`src/sv/ucpd_pkg.sv`:
```
// Shared types, constants and helpers for the UTF-8 code point decoder.
package ucpd_pkg;

    localparam int unsigned QUEUE_DEPTH_DEFAULT = 2;

    localparam logic [7:0]  ASCII_MAX      = 8'd127;
    localparam logic [7:0]  LEAD2_MIN      = 8'd192;
    localparam logic [7:0]  LEAD2_MAX      = 8'd223;
    localparam logic [7:0]  LEAD3_MIN      = 8'd224;
    localparam logic [7:0]  LEAD3_MAX      = 8'd239;
    localparam logic [7:0]  LEAD4_MIN      = 8'd240;
    localparam logic [7:0]  LEAD4_MAX      = 8'd247;
    localparam logic [7:0]  LEAD_SURROGATE = 8'hED;
    localparam logic [7:0]  SURROGATE_MASK = 8'hA0;
    localparam logic [31:0] CP_ERROR       = 32'hFFFF_FFFF;

    typedef enum logic [2:0] {
        KIND_ASCII,
        KIND_TWO,
        KIND_THREE,
        KIND_FOUR,
        KIND_BAD
    } ucpd_kind_t;

    typedef struct packed {
        ucpd_kind_t kind;
        logic [7:0] lead;
        logic [7:0] byte2;
        logic [7:0] byte3;
        logic [7:0] byte4;
    } ucpd_entry_t;

    // byte - 128 in two's complement, sign-extended to 32 bits
    function automatic logic [31:0] cont_val(input logic [7:0] b);
        return {{24{~b[7]}}, ~b[7], b[6:0]};
    endfunction

endpackage

```
`src/sv/ucpd_front.sv`:
```
// Front end: accepts bytes, tracks the sequence and classifies finished sequences.
module ucpd_front (
    input  logic                 clk,
    input  logic                 rst_n,
    input  logic                 in_valid,
    input  logic [7:0]           in_byte,
    output logic                 entry_valid,
    output ucpd_pkg::ucpd_entry_t entry
);
    import ucpd_pkg::*;

    typedef enum logic [1:0] {
        POS_LEAD,
        POS_SECOND,
        POS_THIRD,
        POS_FOURTH
    } pos_t;

    pos_t       pos_reg, pos_next;
    logic [7:0] lead_reg, lead_next;
    logic [7:0] second_reg, second_next;
    logic [7:0] third_reg, third_next;

    always_comb
    begin
        pos_next    = pos_reg;
        lead_next   = lead_reg;
        second_next = second_reg;
        third_next  = third_reg;
        entry_valid = 1'b0;
        entry.kind  = KIND_BAD;
        entry.lead  = lead_reg;
        entry.byte2 = second_reg;
        entry.byte3 = third_reg;
        entry.byte4 = in_byte;
        if (in_valid)
        begin
            case (pos_reg)
                POS_LEAD:
                begin
                    if (in_byte <= ASCII_MAX)
                    begin
                        entry_valid = 1'b1;
                        entry.kind  = KIND_ASCII;
                    end
                    else
                    begin
                        lead_next = in_byte;
                        pos_next  = POS_SECOND;
                    end
                end
                POS_SECOND:
                begin
                    second_next = in_byte;
                    if (lead_reg inside {[LEAD2_MIN:LEAD2_MAX]})
                    begin
                        entry_valid = 1'b1;
                        entry.kind  = KIND_TWO;
                        pos_next    = POS_LEAD;
                    end
                    else if (lead_reg == LEAD_SURROGATE &&
                             (in_byte & SURROGATE_MASK) == SURROGATE_MASK)
                    begin
                        entry_valid = 1'b1;
                        entry.kind  = KIND_BAD;
                        pos_next    = POS_LEAD;
                    end
                    else
                    begin
                        pos_next = POS_THIRD;
                    end
                end
                POS_THIRD:
                begin
                    third_next = in_byte;
                    if (lead_reg inside {[LEAD3_MIN:LEAD3_MAX]})
                    begin
                        entry_valid = 1'b1;
                        entry.kind  = KIND_THREE;
                        entry.byte3 = second_reg;
                        pos_next    = POS_LEAD;
                    end
                    else
                    begin
                        pos_next = POS_FOURTH;
                    end
                end
                POS_FOURTH:
                begin
                    entry_valid = 1'b1;
                    entry.kind  = (lead_reg inside {[LEAD4_MIN:LEAD4_MAX]}) ?
                                  KIND_FOUR : KIND_BAD;
                    pos_next    = POS_LEAD;
                end
                default:
                begin
                    pos_next = POS_LEAD;
                end
            endcase
        end
    end

    always_ff @(posedge clk or negedge rst_n)
    begin
        if (!rst_n)
        begin
            pos_reg    <= POS_LEAD;
            lead_reg   <= '0;
            second_reg <= '0;
            third_reg  <= '0;
        end
        else
        begin
            pos_reg    <= pos_next;
            lead_reg   <= lead_next;
            second_reg <= second_next;
            third_reg  <= third_next;
        end
    end

    a_fourth_ends: assert property (@(posedge clk) disable iff (!rst_n)
        (in_valid && pos_reg == POS_FOURTH) |=> pos_reg == POS_LEAD)
        else $error("sequence did not end after fourth byte");

    a_entry_only_on_byte: assert property (@(posedge clk) disable iff (!rst_n)
        entry_valid |-> in_valid)
        else $error("entry produced without a byte");

endmodule

```
`src/sv/ucpd_queue.sv`:
```
// Short queue of classified sequences between front and back end.
module ucpd_queue #(
    parameter int unsigned DEPTH = ucpd_pkg::QUEUE_DEPTH_DEFAULT
) (
    input  logic                  clk,
    input  logic                  rst_n,
    input  logic                  wr_en,
    input  ucpd_pkg::ucpd_entry_t wr_data,
    output logic                  full,
    input  logic                  rd_en,
    output logic                  not_empty,
    output ucpd_pkg::ucpd_entry_t rd_data
);
    import ucpd_pkg::*;

    localparam int unsigned PTR_W = (DEPTH > 1) ? $clog2(DEPTH) : 1;
    localparam int unsigned CNT_W = $clog2(DEPTH + 1);
    localparam logic [PTR_W-1:0] PTR_LAST = PTR_W'(DEPTH - 1);
    localparam logic [CNT_W-1:0] CNT_FULL = CNT_W'(DEPTH);

    ucpd_entry_t      mem_reg [DEPTH];
    logic [PTR_W-1:0] wr_ptr_reg, wr_ptr_next;
    logic [PTR_W-1:0] rd_ptr_reg, rd_ptr_next;
    logic [CNT_W-1:0] count_reg, count_next;

    assign full      = (count_reg == CNT_FULL);
    assign not_empty = (count_reg != '0);
    assign rd_data   = mem_reg[rd_ptr_reg];

    always_comb
    begin
        wr_ptr_next = wr_ptr_reg;
        rd_ptr_next = rd_ptr_reg;
        count_next  = count_reg;
        if (wr_en)
        begin
            wr_ptr_next = (wr_ptr_reg == PTR_LAST) ? '0 : wr_ptr_reg + 1'b1;
        end
        if (rd_en)
        begin
            rd_ptr_next = (rd_ptr_reg == PTR_LAST) ? '0 : rd_ptr_reg + 1'b1;
        end
        if (wr_en && !rd_en)
        begin
            count_next = count_reg + 1'b1;
        end
        else if (!wr_en && rd_en)
        begin
            count_next = count_reg - 1'b1;
        end
    end

    always_ff @(posedge clk or negedge rst_n)
    begin
        if (!rst_n)
        begin
            wr_ptr_reg <= '0;
            rd_ptr_reg <= '0;
            count_reg  <= '0;
        end
        else
        begin
            wr_ptr_reg <= wr_ptr_next;
            rd_ptr_reg <= rd_ptr_next;
            count_reg  <= count_next;
        end
    end

    always_ff @(posedge clk)
    begin
        if (wr_en)
        begin
            mem_reg[wr_ptr_reg] <= wr_data;
        end
    end

    a_no_overflow: assert property (@(posedge clk) disable iff (!rst_n)
        !(wr_en && full))
        else $error("write into full queue");

    a_no_underflow: assert property (@(posedge clk) disable iff (!rst_n)
        !(rd_en && !not_empty))
        else $error("read from empty queue");

    a_count_bound: assert property (@(posedge clk) disable iff (!rst_n)
        count_reg <= CNT_FULL)
        else $error("queue count out of range");

endmodule

```
`src/sv/ucpd_back.sv`:
```
// Back end: assembles code points from classified sequences into the output register.
module ucpd_back (
    input  logic                  clk,
    input  logic                  rst_n,
    input  logic                  job_valid,
    input  ucpd_pkg::ucpd_entry_t job,
    output logic                  job_take,
    output logic                  empty,
    input  logic                  pop,
    output logic [31:0]           code_point,
    output logic                  bad_sequence
);
    import ucpd_pkg::*;

    logic        out_valid_reg, out_valid_next;
    logic [31:0] code_point_reg, code_point_next;
    logic        bad_reg, bad_next;
    logic [31:0] cp_calc;
    logic        bad_calc;
    logic [31:0] cont2;
    logic [31:0] cont3;
    logic [31:0] cont4;

    assign cont2 = cont_val(job.byte2);
    assign cont3 = cont_val(job.byte3);
    assign cont4 = cont_val(job.byte4);

    always_comb
    begin
        bad_calc = 1'b0;
        case (job.kind)
            KIND_ASCII:
            begin
                cp_calc = {24'd0, job.byte4};
            end
            KIND_TWO:
            begin
                cp_calc = {21'd0, job.lead[4:0], 6'd0} + cont4;
            end
            KIND_THREE:
            begin
                cp_calc = {16'd0, job.lead[3:0], 12'd0}
                        + {cont3[25:0], 6'd0}
                        + cont4;
            end
            KIND_FOUR:
            begin
                cp_calc = {11'd0, job.lead[2:0], 18'd0}
                        + {cont2[19:0], 12'd0}
                        + {cont3[25:0], 6'd0}
                        + cont4;
            end
            default:
            begin
                cp_calc  = CP_ERROR;
                bad_calc = 1'b1;
            end
        endcase
    end

    assign job_take     = job_valid && (!out_valid_reg || pop);
    assign empty        = !out_valid_reg;
    assign code_point   = code_point_reg;
    assign bad_sequence = bad_reg;

    always_comb
    begin
        out_valid_next  = out_valid_reg;
        code_point_next = code_point_reg;
        bad_next        = bad_reg;
        if (job_take)
        begin
            out_valid_next  = 1'b1;
            code_point_next = cp_calc;
            bad_next        = bad_calc;
        end
        else if (pop)
        begin
            out_valid_next = 1'b0;
        end
    end

    always_ff @(posedge clk or negedge rst_n)
    begin
        if (!rst_n)
        begin
            out_valid_reg <= 1'b0;
        end
        else
        begin
            out_valid_reg <= out_valid_next;
        end
    end

    always_ff @(posedge clk)
    begin
        code_point_reg <= code_point_next;
        bad_reg        <= bad_next;
    end

    a_take_fills: assert property (@(posedge clk) disable iff (!rst_n)
        job_take |=> !empty)
        else $error("taken job did not reach output");

    a_hold_stalled: assert property (@(posedge clk) disable iff (!rst_n)
        (!empty && !pop) |=> (!empty && $stable(code_point) && $stable(bad_sequence)))
        else $error("stalled item changed");

    a_bad_value: assert property (@(posedge clk) disable iff (!rst_n)
        (!empty && bad_sequence) |-> code_point == CP_ERROR)
        else $error("error item without error code");

endmodule

```
`src/sv/utf8_code_point_decoder.sv`:
```
// Top level of the UTF-8 code point decoder.
// A result is written into the queue at the edge that accepts its final byte, then moves
// to the output register once that is empty or being popped, and can then be popped.
// Throughput: one byte per cycle while full is low; the queue between front and back end sets
// how long the input keeps taking bytes while results are not popped.
// Reset (rst_n low, asynchronous) clears the sequence state, the queue and the output valid flag.
module utf8_code_point_decoder #(
    parameter int unsigned QUEUE_DEPTH = ucpd_pkg::QUEUE_DEPTH_DEFAULT
) (
    input  logic        clk,
    input  logic        rst_n,
    input  logic        push,
    output logic        full,
    input  logic [7:0]  in_byte,
    output logic        empty,
    input  logic        pop,
    output logic [31:0] code_point,
    output logic        bad_sequence
);
    import ucpd_pkg::*;

    logic        accept;
    logic        entry_valid;
    ucpd_entry_t entry;
    logic        q_not_empty;
    ucpd_entry_t q_head;
    logic        q_take;

    assign accept = push && !full;

    ucpd_front u_front (
        .clk         (clk),
        .rst_n       (rst_n),
        .in_valid    (accept),
        .in_byte     (in_byte),
        .entry_valid (entry_valid),
        .entry       (entry)
    );

    ucpd_queue #(
        .DEPTH (QUEUE_DEPTH)
    ) u_queue (
        .clk       (clk),
        .rst_n     (rst_n),
        .wr_en     (entry_valid),
        .wr_data   (entry),
        .full      (full),
        .rd_en     (q_take),
        .not_empty (q_not_empty),
        .rd_data   (q_head)
    );

    ucpd_back u_back (
        .clk          (clk),
        .rst_n        (rst_n),
        .job_valid    (q_not_empty),
        .job          (q_head),
        .job_take     (q_take),
        .empty        (empty),
        .pop          (pop),
        .code_point   (code_point),
        .bad_sequence (bad_sequence)
    );

endmodule
```
`config.mk`:
```
export PLATFORM = sky130hd
export DESIGN_NAME = utf8_code_point_decoder
export DESIGN_NICKNAME = d
export VERILOG_FILES = /design/src/sv/ucpd_pkg.sv /design/src/sv/ucpd_front.sv /design/src/sv/ucpd_queue.sv /design/src/sv/ucpd_back.sv /design/src/sv/utf8_code_point_decoder.sv
export SDC_FILE = /design/constraint.sdc
export NUM_CORES = 1
export LEC_CHECK = 0
export BUFFER_PORTS_ARGS = -buffer_cell sky130_fd_sc_hd__buf_4
export CORE_UTILIZATION = 55
export DETAILED_ROUTE_END_ITERATION = 10
export GPL_TIMING_DRIVEN = 0
export PLACE_DENSITY = 0.73
export SLEW_MARGIN = 15
export SYNTH_ARGS = -nofsm -noshare
export SYNTH_HDL_FRONTEND = slang
export SYNTH_HIERARCHICAL = 1
export SYNTH_SLANG_ARGS = --single-unit
```
`constraint.sdc`:
```
create_clock -name clk -period 5.2 [get_ports clk]
set_input_delay 0.52 -clock clk [delete_from_list [all_inputs] [get_ports clk]]
set_output_delay 0.52 -clock clk [all_outputs]
set_load 0.05 [all_outputs]
```
# Word-level counts from Yosys, hierarchy flattened
# Memory sizes are Yosys's and may differ from the RTL's.
# Cells that the tools add are included.
[totals] in_bits=12 elab_cells=95 reg_bits=64 n_memories=1 mem_bits_rw=70 output_inout_bits=35
[memory_table] name="u_queue.mem_reg" depth=2 width=35 rd=1 rd_clocked_by_memory_dff=0 write_ports=1 line="ucpd_queue.sv:21" text="ucpd_entry_t mem_reg [DEPTH];"
[classes] bitwise=4 mux=30 n_eq_ne=10 n_reduce_logical=23 magnitude_cmp=7 add_sub_neg=10
[ops] operator="32-bit case mux with 4 select lines" count=1
[ops] operator="24-bit by 8-bit adder with 25-bit output" count=1
[ops] operator="23-bit by 14-bit adder with 24-bit output" count=1
[ops] operator="8-bit greater-or-equal comparator, second input constant" count=3
[ops] operator="8-bit less-or-equal comparator, second input constant" count=3
[ops] operator="8-bit 2-to-1 mux" count=3
[ops] operator="22-bit by 20-bit adder with 23-bit output" count=1
[ops] operator="18-bit by 8-bit adder with 19-bit output" count=1
[ops] operator="17-bit by 14-bit adder with 18-bit output" count=1
[ops] operator="3-bit 2-to-1 mux" count=5
[ops] operator="12-bit by 8-bit adder with 13-bit output" count=1
[ops] operator="1-bit 2-to-1 mux" count=12
[ops] operator="2-bit 2-to-1 mux" count=6
[ops] operator="3-bit case mux with 4 select lines" count=1
[ops] operator="2-bit equality test, second input constant" count=4
[ops] operator="8-bit equality test, second input constant" count=1
[ops] operator="8-bit by 7-bit less-or-equal comparator with 1-bit output, second input constant" count=1
[ops] operator="1-bit logical AND" count=8
[ops] operator="2-bit case mux with 4 select lines" count=1
[ops] operator="3-bit by 2-bit equality test with 1-bit output, second input constant" count=2
[ops] operator="2-bit AND reduction" count=3
[ops] operator="2-bit nonzero test" count=3
[ops] operator="1-bit zero test" count=4
[ops] operator="1-bit NOT" count=4
[ops] operator="other kinds (12)" count=13

# Depth between registers and ports, before layout
# Gate-level depths: netlist of the first run.
[logic_depth] ltp_word=10 mapped_depth=14 mapped_depth_nobuf=13

# Hierarchy
# The synthesis of the first run kept the hierarchy.
[modules_own_cells] module="ucpd_back" seq_area_each_um2=805.8 area_each_um2=3392.0 instances=1 cells_each=355
[modules_own_cells] module="ucpd_queue" seq_area_each_um2=2202.1 area_each_um2=2865.2 instances=1 cells_each=125
[modules_own_cells] module="ucpd_front" seq_area_each_um2=650.6 area_each_um2=1332.5 instances=1 cells_each=103
[modules_own_cells] module="utf8_code_point_decoder" seq_area_each_um2=0.0 area_each_um2=13.8 instances=1 cells_each=1

# Least setup slack after synthesis of the first run
# No wires, ideal clock.
[synth_path] path_kind="flip-flop to flip-flop" from="reg u_queue.rd_ptr_reg" to="reg u_back.code_point_reg[18] (netlist: u_back/code_point[18]) (data pin)" slack_ns=1.128 path_stages_with_launch=15 required_time_ns=4.928 path_buffers=2 setup_ns=0.272 arrival_ns=3.800 period_less_slack_ns=4.072 path_cell_list="dfrtp_1 buf_6 buf_12 mux2_4 inv_1 ha_1 ha_1 ha_1 fa_1 nand2b_1 a221oi_1 or2_2 a221oi_1 xor2_1 o21ai_1"
[synth_rtl] element="start: declaration" line="ucpd_queue.sv:23" text="logic [PTR_W-1:0] rd_ptr_reg, rd_ptr_next;"
[synth_rtl] element="start signal: assignment" line="ucpd_queue.sv:64" text="rd_ptr_reg <= rd_ptr_next;"
[synth_rtl] element="end signal: assignment" line="ucpd_back.sv:97" text="code_point_reg <= code_point_next;"
[synth_rtl] element="end: declaration" line="ucpd_back.sv:16" text="logic [31:0] code_point_reg, code_point_next;"

==> impl_metrics.py, run 1 <==
metrics = {
    "run_status": {
        "status": "finished clean",
    },
    "worst_setup_path": {
        "crit_slowest_cell": "inv_1",
        "crit_chain": "buf_6 > buf_12 > mux2_4 > inv_1 > ha_1 > ha_1 > inv_1 > fa_1 > nand2b_1 > a221oi_1 > o2111ai_1 > and3b_1 > nor4b_1 > o31ai_1",
        "worstPathArrival_ns": 4.82,
        "crit_path_end": "u_back/code_point[30]",
        "start_kind": "flop",
        "rr_startpoint": "u_queue/rd_ptr_reg",
        "cpPeakStageDelay_ns": 0.62,
        "r2r-end": "u_back/code_point[30]",
        "r2r_slack_ns": 0.53,
        "crit_type": "reg2reg",
        "end_kind": "flop",
        "required_ns": 5.34,
        "timing.reg2reg.worst_path_depth": 14,
        "crit_path_start": "u_queue/rd_ptr_reg",
        "critPathMaxFanout": 18,
    },
    "grt": {
        "grt_use_total_pct": 21.9,
        "grt_first_pass_wirelength_um": 23200,
        "antenna_found_initial": 0,
        "grt_pass1_vias": 4673,
        "grt_max_degree": 33,
        "grt.overflow.total": 0,
    },
    "timing": {
        "period_share_pct": 89.8,
        "hold_viol_final": 0,
        "max_freq_ghz": 0.214,
        "rsz0062_at_grt": "no",
        "finClkSkew_ns": 0.0106,
        "timing.final.ws_setup_ns": 0.528,
        "finalSetupTns_ns": 0,
        "relSlewSlack_pct": 45.9,
        "worstMarginPinSlew_ns": 0.811,
        "final_max_slew_viol_count": 0,
        "setup_violations": 0,
        "finalCriticalPeriod_ns": 4.67,
    },
    "routing": {
        "drt_iter0_drc": 284,
        "drc": 0,
        "wl_per_cell_um": 17.4,
        "vias": 4667,
        "via_per_inst": 5.65,
        "drtPass1Iterations": 5,
        "ant_nets": 0,
        "drt-total-wl_um": 14400,
    },
    "finish": {
        "fin_cells": 826,
        "final_layout_size_suffix_gt1_share_pct": 28.9,
        "syn_to_final_growth_pct": 15.7,
        "n_antenna_cell": 0,
        "final_nets": 726,
        "largest_reg_flops": 64,
    },
    "placement": {
        "dp_hpwl_um": 10200,
        "dp_slack_ns": 0.452,
        "placedCellCount": 794,
        "io_buffers": 46,
        "gp_congestion": 0.858,
    },
    "floorplan": {
        "die_h_um": 118,
        "start_util_pct": 57.5,
        "ios": 47,
        "die_width_um": 118,
        "fp.dieArea_sq_um": 13900,
        "std_cell_rows": 41,
        "core_area_sq_um": 12800,
    },
    "clocking": {
        "tritoncts.num_buffers": 17,
        "cts_resized": 0,
        "path_clk_slew_ns": 0.06,
        "cts.sinks": 121,
        "htreeDepth": 4,
        "cts_tree": "built",
        "clk_latency_ns": 0.42,
        "postCtsHoldBufs": 0,
        "cts_buffer_depth": 2,
        "postCtsSetupRepairBufs": 0,
        "cts_root_buf": "clkbuf_16",
    },
    "worst_hold_path": {
        "hold_path_class": "in2async",
    },
    "synthesis": {
        "synth_fp_nets": 660,
        "post_synth.cell_area_avg_sq_um": 12.8,
        "netlist_instances": 575,
        "yosys_warnings": 6,
        "syn-cell-area_sq_um": 7380,
    },
    "flow_run": {
        "max_cap_violations": 0,
    },
}
## layout make-up
cell class,instances,area (sq um)
Clock inverter,13,120
Fill cell,933,4290
Buffer,29,229
Timing Repair Buffer,47,373
Inverter,60,225
Tap cell,172,215
Multi-Input combinational cell,365,3460
Clock buffer,19,443
Sequential cell,121,3480
## layout by cell type (no fill, tap or decap), types with 4 or more instances in the layout
master	n
o21ai_0	14
nand2b_1	10
xor2_1	15
nand2_1	24
nor2b_1	5
edfxtp_1	90
clkinvlp_4	5
dfrtp_1	31
nor2_1	14
a21oi_1	23
inv_1	60
clkbuf_16	17
ha_1	49
nand4_1	4
buf_4	62
o21ai_1	7
xnor2_1	14
o21a_1	4
mux2_2	38
or2_2	10
mux2_4	26
nor3_1	4
clkbuf_1	7
nand3_1	8
fa_1	24
a31oi_1	8
o2111ai_1	4
## per-layer routing
metal,share of wire (%),GRT usage (%),vias to the layer above
met3,4.8,6.01,37
met4,2.7,9.05,0
met5,0,0,-
met2,50,37.9,147
li1,-,-,2197
met1,42,25.6,2286
## metrics by stage
step,util (%),instance area (sq um),hold slack (ns)
floorplan,-,7380,0.224
global placement,61.9,7940,0.466
detailed placement,62.2,7980,0.474
CTS,66.6,8540,0.0302
global route,66.6,8540,0.0472
finish,66.6,8540,0.0260
## how the worst min path moves through the flow
stage / startpoint / to / slack, ns / cells after the start
finish: rst_n / u_front/third_reg[2] / 0.03 / 1
global route: rst_n / u_queue/count_reg[0] / 0.05 / 1
CTS: rst_n / u_front/lead_reg[1] / 0.03 / 1
detailed placement: u_front/second_reg[2] / u_queue/mem_reg[1][18] / 0.47 / 0
global placement: rst_n / u_back/out_valid_reg / 0.47 / 1
floorplan: rst_n / u_back/out_valid_reg / 0.22 / 0
## worst max-delay path: cells and delay by family (launching register included)
family                   cells  cell delay, ns
flip-flops                   1            0.37
buffers and inverters        4            1.00
AND/OR/NAND/NOR              3            0.74
multiplexers                 1            0.44
AO/OA/AOI/OAI                3            0.79
adder cells (fa/ha/maj)      3            1.02
Power of run 1 is not shown: default switching activity piles up to over one toggle a cycle in this logic, so the estimate is an artifact.
==> run 2, diff against run 1 <==
--- a/config.mk
+++ b/config.mk
@@ -9,7 +9,7 @@
 export CORE_UTILIZATION = 55
 export DETAILED_ROUTE_END_ITERATION = 10
 export GPL_TIMING_DRIVEN = 0
-export PLACE_DENSITY = 0.73
+export PLACE_DENSITY = 0.75
 export SLEW_MARGIN = 15
 export SYNTH_ARGS = -nofsm -noshare
 export SYNTH_HDL_FRONTEND = slang
==> run 2 against run 1 <==
- maximum frequency fell by 2.8%
- via count fell by 0.58%
- critical path type unchanged
- core utilization rose by 0.42 points
- worst setup slack got worse by 0.14 ns
- critical path depth did not move
- sequential share of layout area fell by 0.26 points
- highest routed layer unchanged
==> impl_metrics.py, run 2 (synthesis gave the netlist of run 1 again) <==
metrics = {
    "worst_setup_path": {
        "path_depth": 14,
        "rr_startpoint": "u_queue/rd_ptr_reg",
        "crit_slowest_cell": "inv_1",
        "r2r_slack_ns": 0.39,
        "crit_type": "reg2reg",
        "crit_path_start": "u_queue/rd_ptr_reg",
        "cpPeakStageDelay_ns": 0.60,
        "cp_top_family": "adder cells",
        "end_kind": "flop",
        "critical_path_buf_inv_count": 4,
        "critPathMaxFanout": 18,
        "timing.reg2reg.worst_path_depth": 14,
        "r2r-end": "u_back/code_point[30]",
        "crit_path_end": "u_back/code_point[30]",
        "required_ns": 5.34,
        "worstPathArrival_ns": 4.95,
        "crit_chain": "buf_6 > buf_12 > mux2_4 > inv_1 > ha_1 > ha_1 > inv_1 > fa_1 > nand2b_1 > a221oi_1 > o2111ai_1 > and3b_1 > nor4b_1 > o31ai_1",
        "start_kind": "flop",
    },
    "routing": {
        "drt-total-wl_um": 14900,
        "ant_nets": 0,
        "wl_per_cell_um": 18.1,
        "drtPass1Iterations": 5,
        "drt_iter0_drc": 341,
        "via_per_inst": 5.62,
        "drc": 0,
        "vias": 4640,
    },
    "grt": {
        "grt_first_pass_wirelength_um": 24100,
        "grt_max_degree": 33,
        "grt.overflow.total": 0,
        "grt_use_total_pct": 22.9,
        "antenna_found_initial": 0,
        "grt_pass1_vias": 4771,
    },
    "placement": {
        "io_buffers": 46,
        "gp_congestion": 0.876,
        "placedCellCount": 794,
        "dp_hpwl_um": 10500,
    },
    "timing": {
        "finalSetupTns_ns": 0,
        "max_freq_ghz": 0.208,
        "hold_slack_ns": 0.0331,
        "final_max_slew_viol_count": 0,
        "hold_viol_final": 0,
        "finClkSkew_ns": 0.00708,
        "period_share_pct": 92.5,
        "relSlewSlack_pct": 45.0,
        "setup_violations": 0,
        "finalCriticalPeriod_ns": 4.81,
        "rsz0062_at_grt": "no",
        "worstMarginPinSlew_ns": 0.825,
    },
    "finish": {
        "layout.cells.most_common_list": "90 x edfxtp_1, 62 x buf_4, 60 x inv_1, 49 x ha_1, 38 x mux2_2",
        "final_nets": 726,
        "largest_reg_flops": 64,
        "syn_to_final_growth_pct": 16.5,
        "layout.cells.most_common": "edfxtp_1",
        "final_core_util_pct": 67.0,
        "final_layout_size_suffix_gt1_share_pct": 28.7,
        "fillCellCount": 937,
        "n_antenna_cell": 0,
        "fin_cells": 826,
    },
    "flow_run": {
        "max_cap_violations": 0,
    },
    "clocking": {
        "tritoncts.num_buffers": 17,
        "cts_tree": "built",
        "clk_latency_ns": 0.42,
        "postCtsHoldBufs": 0,
        "postCtsSetupRepairBufs": 0,
        "cts_resized": 0,
        "cts_buffer_depth": 2,
        "path_clk_slew_ns": 0.06,
        "htreeDepth": 4,
        "cts_root_buf": "clkbuf_16",
        "cts.sinks": 121,
    },
    "floorplan": {
        "std_cell_rows": 41,
        "core_area_sq_um": 12800,
        "start_util_pct": 57.5,
        "die_h_um": 118,
        "fp.dieArea_sq_um": 13900,
        "die_width_um": 118,
        "ios": 47,
    },
    "run_status": {
        "status": "finished clean",
    },
    "worst_hold_path": {
        "hold_path_class": "in2async",
    },
}
==> run 2: changes by cell type in the layout (fill, tap and decap cells not counted), sizes merged <==
cell and change:
bufinv +2, clkbuf +3, clkinvlp -3, inv -1, clkinv -1
==> run 2: per-stage QoR <==
stage	setup slack [ns]	area, sq um
after global placement	0.557	7940
final	0.392	8590
after CTS	0.459	8590
after global routing	0.174	8590
after floorplan	1.13	7380
after detailed placement	0.472	7970
==> run 2: worst min-delay path by stage <==
stage	startpoint	end	slack, ns	cells past startpoint
CTS	rst_n	u_queue/count_reg[1]	0.03	1
global placement	rst_n	u_back/out_valid_reg	0.47	1
detailed placement	rst_n	u_back/out_valid_reg	0.48	1
global route	rst_n	u_back/out_valid_reg	0.05	1
floorplan	rst_n	u_back/out_valid_reg	0.22	0
finish	rst_n	u_back/out_valid_reg	0.03	1
==> run 2: worst reg2reg max path: stages, from the launching register on <==
cell	delay, ns
dfrtp_1	0.37
buf_6	0.16
buf_12	0.16
mux2_4	0.45
inv_1	0.61
ha_1	0.37
ha_1	0.22
inv_1	0.07
fa_1	0.44
nand2b_1	0.21
a221oi_1	0.59
o2111ai_1	0.18
and3b_1	0.24
nor4b_1	0.35
o31ai_1	0.12
==> run 2: routing by layer <==
layer,GRT usage (%),vias to the layer above,part of all wire [%]
li1,-,2203,-
met2,41.2,128,53
met4,7.05,0,1.7
met3,5.81,25,3.9
met5,0,-,0
met1,26.8,2284,42
==> run 2: layout make-up <==
| type | instances | area [sq um] | share of cell area (%) |
|---|---|---|---|
| clock buffers | 22 | 484 | 5.63 |
| multi-input cells | 365 | 3460 | 40.2 |
| repair buffers | 47 | 365 | 4.25 |
| clock inverters | 10 | 140 | 1.63 |
| flip-flops and latches | 121 | 3480 | 40.5 |
| inverters | 60 | 225 | 2.62 |
| well taps | 172 | 215 | 2.50 |
| plain buffers | 29 | 229 | 2.66 |
Power of run 2 is left out for the same reason.
